File: config.mk
export PLATFORM = sky130hd
export DESIGN_NAME = ipv4_fragment_reassembly_tracker
export DESIGN_NICKNAME = d
export VERILOG_FILES = /design/src/sv/ipfr_pkg.sv /design/src/sv/ipfr_ram.sv /design/src/sv/ipv4_fragment_reassembly_tracker.sv
export SDC_FILE = /design/constraint.sdc
export NUM_CORES = 2
export LEC_CHECK = 0
export ABC_AREA = 1
export BUFFER_PORTS_ARGS = -buffer_cell sky130_fd_sc_hd__buf_2
export CAP_MARGIN = 20
export CORE_ASPECT_RATIO = 0.75
export CORE_MARGIN = 10
export CORE_UTILIZATION = 49
export DETAILED_ROUTE_END_ITERATION = 8
export SETUP_SLACK_MARGIN = 0.02
export SYNTH_ARGS = -nofsm -noshare
export SYNTH_HDL_FRONTEND = slang
export SYNTH_SLANG_ARGS = --single-unit
File: constraint.sdc
create_clock -name clk -period 6 [get_ports clk]
set_input_delay 0.9 -clock clk [delete_from_list [all_inputs] [get_ports clk]]
set_output_delay 0.9 -clock clk [all_outputs]
set_load 0.005 [all_outputs]
File: src/sv/ipfr_pkg.sv
// Package for the IPv4 fragment reassembly tracker: codes, states and sizes.
`default_nettype none
package ipfr_pkg;
	localparam int MAX_FRAGMENTS_DEF = 64;
	localparam logic [17:0] MAX_DATAGRAM = 18'd65535;

	localparam logic [2:0] ST_PROGRESS = 3'd0;
	localparam logic [2:0] ST_COMPLETE = 3'd1;
	localparam logic [2:0] ST_INVALID  = 3'd2;
	localparam logic [2:0] ST_OVERLAP  = 3'd3;
	localparam logic [2:0] ST_OVERSIZE = 3'd4;
	localparam logic [2:0] ST_FULL     = 3'd5;
	localparam logic [2:0] ST_EXPIRED  = 3'd6;
	localparam logic [2:0] ST_IDLE     = 3'd7;

	localparam int FO_DF = 14;
	localparam int FO_MF = 13;

	typedef enum logic [2:0] {
		S_IDLE,
		S_EVAL,
		S_SCAN,
		S_APPEND,
		S_RESP
	} state_t;
endpackage
`default_nettype wire

File: src/sv/ipfr_ram.sv
// Generic single-port-write, single-port-read RAM with registered read data.
`default_nettype none
module ipfr_ram #(
	parameter int WIDTH = 8,
	parameter int DEPTH = 16,
	parameter int AW = $clog2(DEPTH)
) (
	input  wire logic             clk,
	input  wire logic             we,
	input  wire logic [AW-1:0]    waddr,
	input  wire logic [WIDTH-1:0] wdata,
	input  wire logic [AW-1:0]    raddr,
	output logic      [WIDTH-1:0] rdata
);
	logic [WIDTH-1:0] mem [DEPTH];

	always_ff @(posedge clk) begin
		if (we) begin
			mem[waddr] <= wdata;
		end
		rdata <= mem[raddr];
	end
endmodule
`default_nettype wire

File: src/sv/ipv4_fragment_reassembly_tracker.sv
// Top level of the IPv4 fragment reassembly tracker for one datagram context.
// A fragment is evaluated, then scanned against the stored intervals (up to MAX_FRAGMENTS),
//   one interval is read from RAM per cycle in the scan, then appended, and its result is offered.
// Expire words and fragments rejected on length skip the scan; an overlap ends the scan early.
// Only one word is in flight: in_stall stays high until the result has been handed over.
// Reset clears the context and handshake state at once; the interval RAM is not cleared,
//   entries at or above the interval count are never used.
`default_nettype none
module ipv4_fragment_reassembly_tracker
	import ipfr_pkg::*;
#(
	parameter int MAX_FRAGMENTS = MAX_FRAGMENTS_DEF
) (
	input  wire logic        clk,
	input  wire logic        arst_n,
	input  wire logic        in_valid,
	output logic             in_stall,
	input  wire logic        kind,
	input  wire logic [15:0] flags_offset_word,
	input  wire logic [15:0] packet_length,
	input  wire logic [5:0]  header_length,
	output logic             out_valid,
	input  wire logic        out_stall,
	output logic [2:0]       status,
	output logic [15:0]      total_length,
	output logic             dont_fragment,
	output logic [15:0]      largest_df_fragment,
	output logic             send_time_exceeded
);
	localparam int IW = $clog2(MAX_FRAGMENTS);
	localparam int CW = $clog2(MAX_FRAGMENTS + 1);
	localparam int RW = 33;

	state_t state_q, state_d;

	// captured input word
	logic        kind_q;
	logic [15:0] fo_q;
	logic [15:0] plen_q;
	logic [5:0]  ihl_q;
	logic [16:0] end_q;       // interval end (trimmed for MF fragments), valid from the scan on

	// datagram context
	logic [CW-1:0] cnt_q;
	logic [16:0]   exp_q;
	logic [16:0]   br_q;
	logic          fs_q;
	logic          ls_q;
	logic [5:0]    hh_q;
	logic [16:0]   mdf_q;

	// scan control
	logic [CW-1:0] idx_q;
	logic          chk_q;

	// pending result
	logic [2:0]  r_st_q;
	logic [15:0] r_tot_q;
	logic        r_df_q;
	logic [15:0] r_mdf_q;
	logic        r_ste_q;

	logic        accept;
	logic        res_ready;
	logic [15:0] offset;
	logic [16:0] raw_end;
	logic [16:0] trim_end;
	logic        mf, df;
	logic [RW-1:0] rd_data;
	logic [15:0] rd_start;
	logic [16:0] rd_end;
	logic        overlap;
	logic        mem_we;
	logic [16:0] size;
	logic [16:0] br_n;
	logic        fs_n;
	logic [5:0]  hh_n;
	logic [16:0] dfsz;
	logic [16:0] mdf_n;
	logic [17:0] total;
	logic        complete;
	logic        full;

	assign accept    = in_valid && !in_stall;
	assign res_ready = !out_valid || !out_stall;
	assign in_stall  = (state_q != S_IDLE);

	assign offset   = {fo_q[12:0], 3'b000};
	assign mf       = fo_q[FO_MF];
	assign df       = fo_q[FO_DF];
	assign raw_end  = {1'b0, offset} + {1'b0, plen_q} - {11'd0, ihl_q};
	assign trim_end = {raw_end[16:3], 3'b000};

	assign rd_start = rd_data[RW-1:17];
	assign rd_end   = rd_data[16:0];
	assign overlap  = ({1'b0, offset} < rd_end) && (end_q > {1'b0, rd_start});

	// append datapath
	assign full     = (cnt_q >= CW'(MAX_FRAGMENTS));
	assign mem_we   = (state_q == S_APPEND) && !full;
	assign size     = end_q - {1'b0, offset};
	assign br_n     = br_q + size;
	assign fs_n     = fs_q || (offset == 16'd0);
	assign hh_n     = (offset == 16'd0) ? ihl_q : hh_q;
	assign dfsz     = size + {11'd0, ihl_q};
	assign mdf_n    = (df && dfsz > mdf_q) ? dfsz : mdf_q;
	assign complete = fs_n && ls_q && (br_n == exp_q);
	assign total    = {12'd0, hh_n} + {1'b0, exp_q};

	ipfr_ram #(
		.WIDTH(RW),
		.DEPTH(MAX_FRAGMENTS),
		.AW(IW)
	) u_intervals (
		.clk(clk),
		.we(mem_we),
		.waddr(cnt_q[IW-1:0]),
		.wdata({offset, end_q}),
		.raddr(idx_q[IW-1:0]),
		.rdata(rd_data)
	);

	always_ff @(posedge clk or negedge arst_n) begin
		if (!arst_n) begin
			state_q <= S_IDLE;
		end else begin
			state_q <= state_d;
		end
	end

	always_comb begin
		state_d = state_q;
		unique case (state_q)
			S_IDLE:   if (accept) state_d = S_EVAL;
			S_EVAL: begin
				state_d = S_RESP;
				if (!kind_q && plen_q >= {10'd0, ihl_q}) begin
					if (!mf) begin
						if (!(raw_end < exp_q || (ls_q && raw_end != exp_q))
						    && raw_end > {1'b0, offset}) begin
							state_d = S_SCAN;
						end
					end else if (!(trim_end > exp_q && ls_q)
					             && trim_end > {1'b0, offset}) begin
						state_d = S_SCAN;
					end
				end
			end
			S_SCAN: begin
				if (chk_q && overlap) begin
					state_d = S_RESP;
				end else if (idx_q >= cnt_q) begin
					state_d = S_APPEND;
				end
			end
			S_APPEND: state_d = S_RESP;
			S_RESP:   if (res_ready) state_d = S_IDLE;
			default:  state_d = S_IDLE;
		endcase
	end

	// context, scan and result bookkeeping
	always_ff @(posedge clk or negedge arst_n) begin
		if (!arst_n) begin
			cnt_q <= '0;
			exp_q <= '0;
			br_q  <= '0;
			fs_q  <= 1'b0;
			ls_q  <= 1'b0;
			hh_q  <= '0;
			mdf_q <= '0;
			idx_q <= '0;
			chk_q <= 1'b0;
			out_valid <= 1'b0;
		end else begin
			case (state_q)
				S_EVAL: begin
					idx_q <= '0;
					chk_q <= 1'b0;
					if (kind_q) begin
						if (cnt_q != '0 || exp_q != '0 || ls_q || fs_q) begin
							cnt_q <= '0;
							exp_q <= '0;
							br_q  <= '0;
							fs_q  <= 1'b0;
							ls_q  <= 1'b0;
							hh_q  <= '0;
							mdf_q <= '0;
						end
					end else if (plen_q >= {10'd0, ihl_q}) begin
						if (!mf) begin
							if (!(raw_end < exp_q || (ls_q && raw_end != exp_q))) begin
								ls_q  <= 1'b1;
								exp_q <= raw_end;
							end
						end else if (trim_end > exp_q && !ls_q) begin
							exp_q <= trim_end;
						end
					end
				end
				S_SCAN: begin
					if (chk_q && overlap) begin
						cnt_q <= '0;
						exp_q <= '0;
						br_q  <= '0;
						fs_q  <= 1'b0;
						ls_q  <= 1'b0;
						hh_q  <= '0;
						mdf_q <= '0;
					end else if (idx_q < cnt_q) begin
						idx_q <= idx_q + CW'(1);
						chk_q <= 1'b1;
					end else begin
						chk_q <= 1'b0;
					end
				end
				S_APPEND: begin
					if (!full) begin
						if (complete) begin
							cnt_q <= '0;
							exp_q <= '0;
							br_q  <= '0;
							fs_q  <= 1'b0;
							ls_q  <= 1'b0;
							hh_q  <= '0;
							mdf_q <= '0;
						end else begin
							cnt_q <= cnt_q + CW'(1);
							br_q  <= br_n;
							fs_q  <= fs_n;
							hh_q  <= hh_n;
							mdf_q <= mdf_n;
						end
					end
				end
				default: ;
			endcase
			if (state_q == S_RESP && res_ready) begin
				out_valid <= 1'b1;
			end else if (!out_stall) begin
				out_valid <= 1'b0;
			end
		end
	end

	// payload registers
	always_ff @(posedge clk) begin
		if (accept) begin
			kind_q <= kind;
			fo_q   <= flags_offset_word;
			plen_q <= packet_length;
			ihl_q  <= header_length;
		end
		if (state_q == S_EVAL) begin
			end_q   <= mf ? trim_end : raw_end;
			r_tot_q <= '0;
			r_df_q  <= 1'b0;
			r_mdf_q <= '0;
			if (kind_q) begin
				if (cnt_q != '0 || exp_q != '0 || ls_q || fs_q) begin
					r_st_q  <= ST_EXPIRED;
					r_ste_q <= fs_q;
				end else begin
					r_st_q  <= ST_IDLE;
					r_ste_q <= 1'b0;
				end
			end else begin
				r_st_q  <= ST_INVALID;
				r_ste_q <= 1'b0;
			end
		end
		if (state_q == S_SCAN && chk_q && overlap) begin
			r_st_q <= ST_OVERLAP;
		end
		if (state_q == S_APPEND) begin
			if (full) begin
				r_st_q <= ST_FULL;
			end else if (!complete) begin
				r_st_q <= ST_PROGRESS;
			end else if (total > MAX_DATAGRAM) begin
				r_st_q <= ST_OVERSIZE;
			end else begin
				r_st_q  <= ST_COMPLETE;
				r_tot_q <= total[15:0];
				r_df_q  <= (mdf_n != '0);
				r_mdf_q <= mdf_n[15:0];
			end
		end
		if (state_q == S_RESP && res_ready) begin
			status              <= r_st_q;
			total_length        <= r_tot_q;
			dont_fragment       <= r_df_q;
			largest_df_fragment <= r_mdf_q;
			send_time_exceeded  <= r_ste_q;
		end
	end
endmodule
`default_nettype wire

==> run_results.csv <==
group,metric,value,unit
clocking,clock-sinks,2157,
global_route,antenna_found_initial,11,
pwr,vdd_ir_drop_max,0.3787,mV
die,rows,135,
timing,layout_worst_path_cycle_share,90.50,%
synth,synth.distinct_cells,61,
synth,synth_top_family_by_area,"simple AND/OR/NAND/NOR gates",
worst_setup_path,r2r_setup_slack,0.57,ns
timing,report.final.setup_viol,0,
worst_setup_path,cp.required,6.70,ns
synth,synthDominantCellAreaShare,67.43,%
cells_and_area,area_delta_synth_final,11.78,%
flow_run,drv_cap,0,
detailed_routing,dr.first_iter.drc_count,8575,
run_status,outcome,"finished, final reports clean",
worst_setup_path,critPathBufInv,5,
clocking,cts_tree,"done",
worst_setup_path,worstReg2RegEnd,"exp_q[4]",
synth,synthesis.instances,6994,
worst_setup_path,timing.setup.critical_path_class,"reg -> reg",
global_route,grt.met1_usage,39.29,%
synth,ys.flop_type,"sky130_fd_sc_hd__edfxtp_1",
clocking,clk_pin_slew_worst_setup_hold_paths,0.06,ns
worst_setup_path,worst-endpoint-arrival,6.13,ns
worst_setup_path,timing.critical_path.fanout_max,35,
global_route,first_global_vias,54930,
die,fp.dieArea,200900,um2
synth,post_synth_mux_area_share,2.220,%
detailed_routing,finalWirelength,266.8,mm
place,gp_congestion,0.9228,
worst_setup_path,reg2reg_depth,28,
die,dieWidth,514.3,um
global_route,grt_use_met2,37.00,%
hold_path,hold_end,"plen_q[10]",
synth,synth_xor_xnor_area_share,0.4557,%
timing,final_hold_vios,0,
detailed_routing,final_antenna_net_count,0,
detailed_routing,route.detailed.vias_per_inst,6.121,
worst_setup_path,crit_slowest_cell,"sky130_fd_sc_hd__fa_1",
clocking,clock_tree.root_cell,"sky130_fd_sc_hd__clkbuf_16",
cells_and_area,final_common_cell,"sky130_fd_sc_hd__edfxtp_1",
die,io-pin-count,82,
synth,syn_avg_cell_area,12.84,um2
synth,synth_compound_gate_area_share,10.39,%
clocking,post-cts-setup-buffer-count,0,
timing,rsz_0062_raised_after_global_routing,"no",
global_route,grt_start_max_net_pins,171,
die,placeableCoreArea,181400,um2
worst_setup_path,r2r_start,"fo_q[0]",
synth,yosysWarningCount,0,
place,pre_cts_ws,0.3809,ns
hold_path,holdCritStartpoint,"packet_length[10]",
cells_and_area,layout_common_cells,"sky130_fd_sc_hd__edfxtp_1, sky130_fd_sc_hd__nor2_1, sky130_fd_sc_hd__nand2_1",
pwr,p_per_area,446.5,nW/um2
clocking,tritoncts.num_buffers,204,
place,detailedPlacementHpwl,156.9,mm
worst_setup_path,crit_path_end_kind,"register",
timing,setup_tns,0,ns
global_route,first_pass_grt_wire_length,385.8,mm
synth,synthAdderAreaFrac,2.361,%
worst_setup_path,critical_path_cell_count,28,
detailed_routing,drt-wirelength-per-cell,27.67,um
detailed_routing,drc,0,
die,chipHeight,390.7,um
timing,timing_worst_slew_pin_value,1.237,ns
detailed_routing,route.vias.total,59022,
worst_setup_path,timing.critical_path.max_delay_family,"simple AND/OR/NAND/NOR gates",
global_route,grt.met3_usage,6.436,%
synth,syn_nets,7201,
synth,synth-edff-count,2016,
synth,cell_area_synth,89780,um2
hold_path,cell_count_of_the_worst_hold_path,1,
die,initial_core_util,49.49,%
cells_and_area,num-nets-final,7283,
synth,postSynthRegisterBits,2157,
cells_and_area,layout-drive-gt1-share,9.910,%
synth,post_synth_and_or_nand_nor_area_fraction,10.45,%
worst_setup_path,critical-path-max-stage-delay,0.56,ns
timing,maxSlewHeadroom,17.13,%
detailed_routing,drtPass1Iterations,6,
synth,biggest_area_contributors_in_the_synthesized_netlist,"sky130_fd_sc_hd__edfxtp_1, sky130_fd_sc_hd__nor2_1, sky130_fd_sc_hd__o21ai_0",
cells_and_area,nFillCells,14864,
worst_setup_path,worst_path_most_repeated_cell,"sky130_fd_sc_hd__nand2_1",
clocking,ctsHtreeMaxLevel,4,
global_route,grt_overflow_total,0,
clocking,clock_path_buffers,3,
timing,finalWorstPathRequiredPeriod,5.430,ns
pwr,total_leakage_power,0.03367,uW
clocking,clkLatencyLatePin,0.84,ns
timing,finalClockSkew,0.03560,ns
global_route,globalRoute.busiestLayer,"met1",
worst_setup_path,critPathLaunchType,"register",
timing,slew_viols_final,0,
timing,timing.fmax,184.2,MHz
synth,ys_async_sr_fraction,3.616,%
synth,synth_largest_area_cell,"sky130_fd_sc_hd__edfxtp_1",
synth,seq_total_area_yosys,71.01,%
place,buffer_ports.inserted,80,
hold_path,worst_hold_path_type,"in -> reg",
timing,fin_ws,0.5698,ns
global_route,grt_usage,25.84,%
==> report_power, final <==
part	internal, uW	leakage, uW	switching (uW)	total [uW]
Combinational	3830	0.0108	9570	13400
Clock	7010	0.00316	5680	12700
Sequential	18400	0.0197	353	18700
==> stage by stage <==
step | hold WS [ns] | util, % | cells | power (uW) | cell area, um2
floorplan | 0.4003 | - | 6994 | 27360 | 89780
global placement | 0.4086 | 51.66 | 9255 | 31930 | 93710
detailed placement | 0.4102 | 51.69 | 9258 | 32120 | 93770
CTS | 0.1876 | 55.25 | 9634 | 44730 | 100200
global route | 0.2070 | 55.32 | 9642 | 46930 | 100400
finish | 0.2369 | 55.32 | 9643 | 44810 | 100400
==> synth_stat cells (all sizes together), types with 3 or more instances <==
master,instances
xnor2,14
o22ai,9
nand3b,6
a221o,27
o211ai,44
dfxtp,63
edfxtp,2016
and2,3
xnor3,3
nand4,42
nand3,272
mux2i,198
or2,7
fa,9
ha,155
o21bai,6
buf,84
nor2,1253
a21oi,159
nand2,706
o221ai,199
clkinv,6
dfrtp,78
inv,301
nor4,4
a21o,3
o32ai,282
a31oi,59
o21ai,598
xor2,25
nor3,20
a32o,3
o21a,4
clkbuf,323
o31ai,3
==> sequential cells by signal (all words and copies together) (netlist names), 3 cells and up <==
| name | count |
|---|---|
| cnt_q | 7 |
| u_intervals.mem | 1920 |
| r_st_q | 3 |
| total_length | 16 |
| br_q | 17 |
| state_q | 3 |
| idx_q | 7 |
| plen_q | 16 |
| r_tot_q | 16 |
| u_intervals.rdata | 30 |
| status | 3 |
| end_q | 17 |
| r_mdf_q | 16 |
| hh_q | 6 |
| fo_q | 15 |
| exp_q | 17 |
| ihl_q | 6 |
| mdf_q | 17 |
| largest_df_fragment | 16 |
==> kinds of logic (layout without fill, tap and decap cells) <==
group / after synthesis / in the layout
buffers and inverters: 714 / 964
multiplexers: 199 / 199
adder cells (fa/ha/maj): 164 / 164
AND/OR/NAND/NOR: 2314 / 2315
flip-flops: 2157 / 2157
other: 0 / 1
AO/OA/AOI/OAI: 1404 / 1404
XOR/XNOR: 42 / 42
==> worst max path at each step <==
stage	to	startpoint
floorplan	r_df_q	end_q[3]
global placement	exp_q[12]	fo_q[0]
detailed placement	exp_q[12]	fo_q[0]
CTS	exp_q[12]	fo_q[0]
global route	r_df_q	fo_q[0]
finish	exp_q[4]	fo_q[0]
==> layer usage <==
layer,vias to the layer above,wire [um]
li1,26131,-
met1,29615,118100
met2,2911,112900
met3,363,29020
met4,2,6816
met5,-,13
==> final cells by class <==
class / instances / area (um2) / area share (%)
Tap cell: 2397 / 2999 / 2.988
Clock inverter: 112 / 1023 / 1.020
Sequential cell: 2157 / 63760 / 63.54
Clock buffer: 263 / 5438 / 5.418
Timing Repair Buffer: 282 / 2183 / 2.176
Inverter: 307 / 1172 / 1.168
Multi-Input combinational cell: 4124 / 23780 / 23.69
Antenna cell: 1 / 2.502 / 0.002493
==> repair_timing <==
action | 4_1_cts | 5_1_grt
gates resized for setup | 0 | 10
hold buffers | 1 | 0
endpoints found under the hold margin | 24 | 0
endpoints found under the setup margin | 0 | 18
Power figures use the tool's default switching activity.
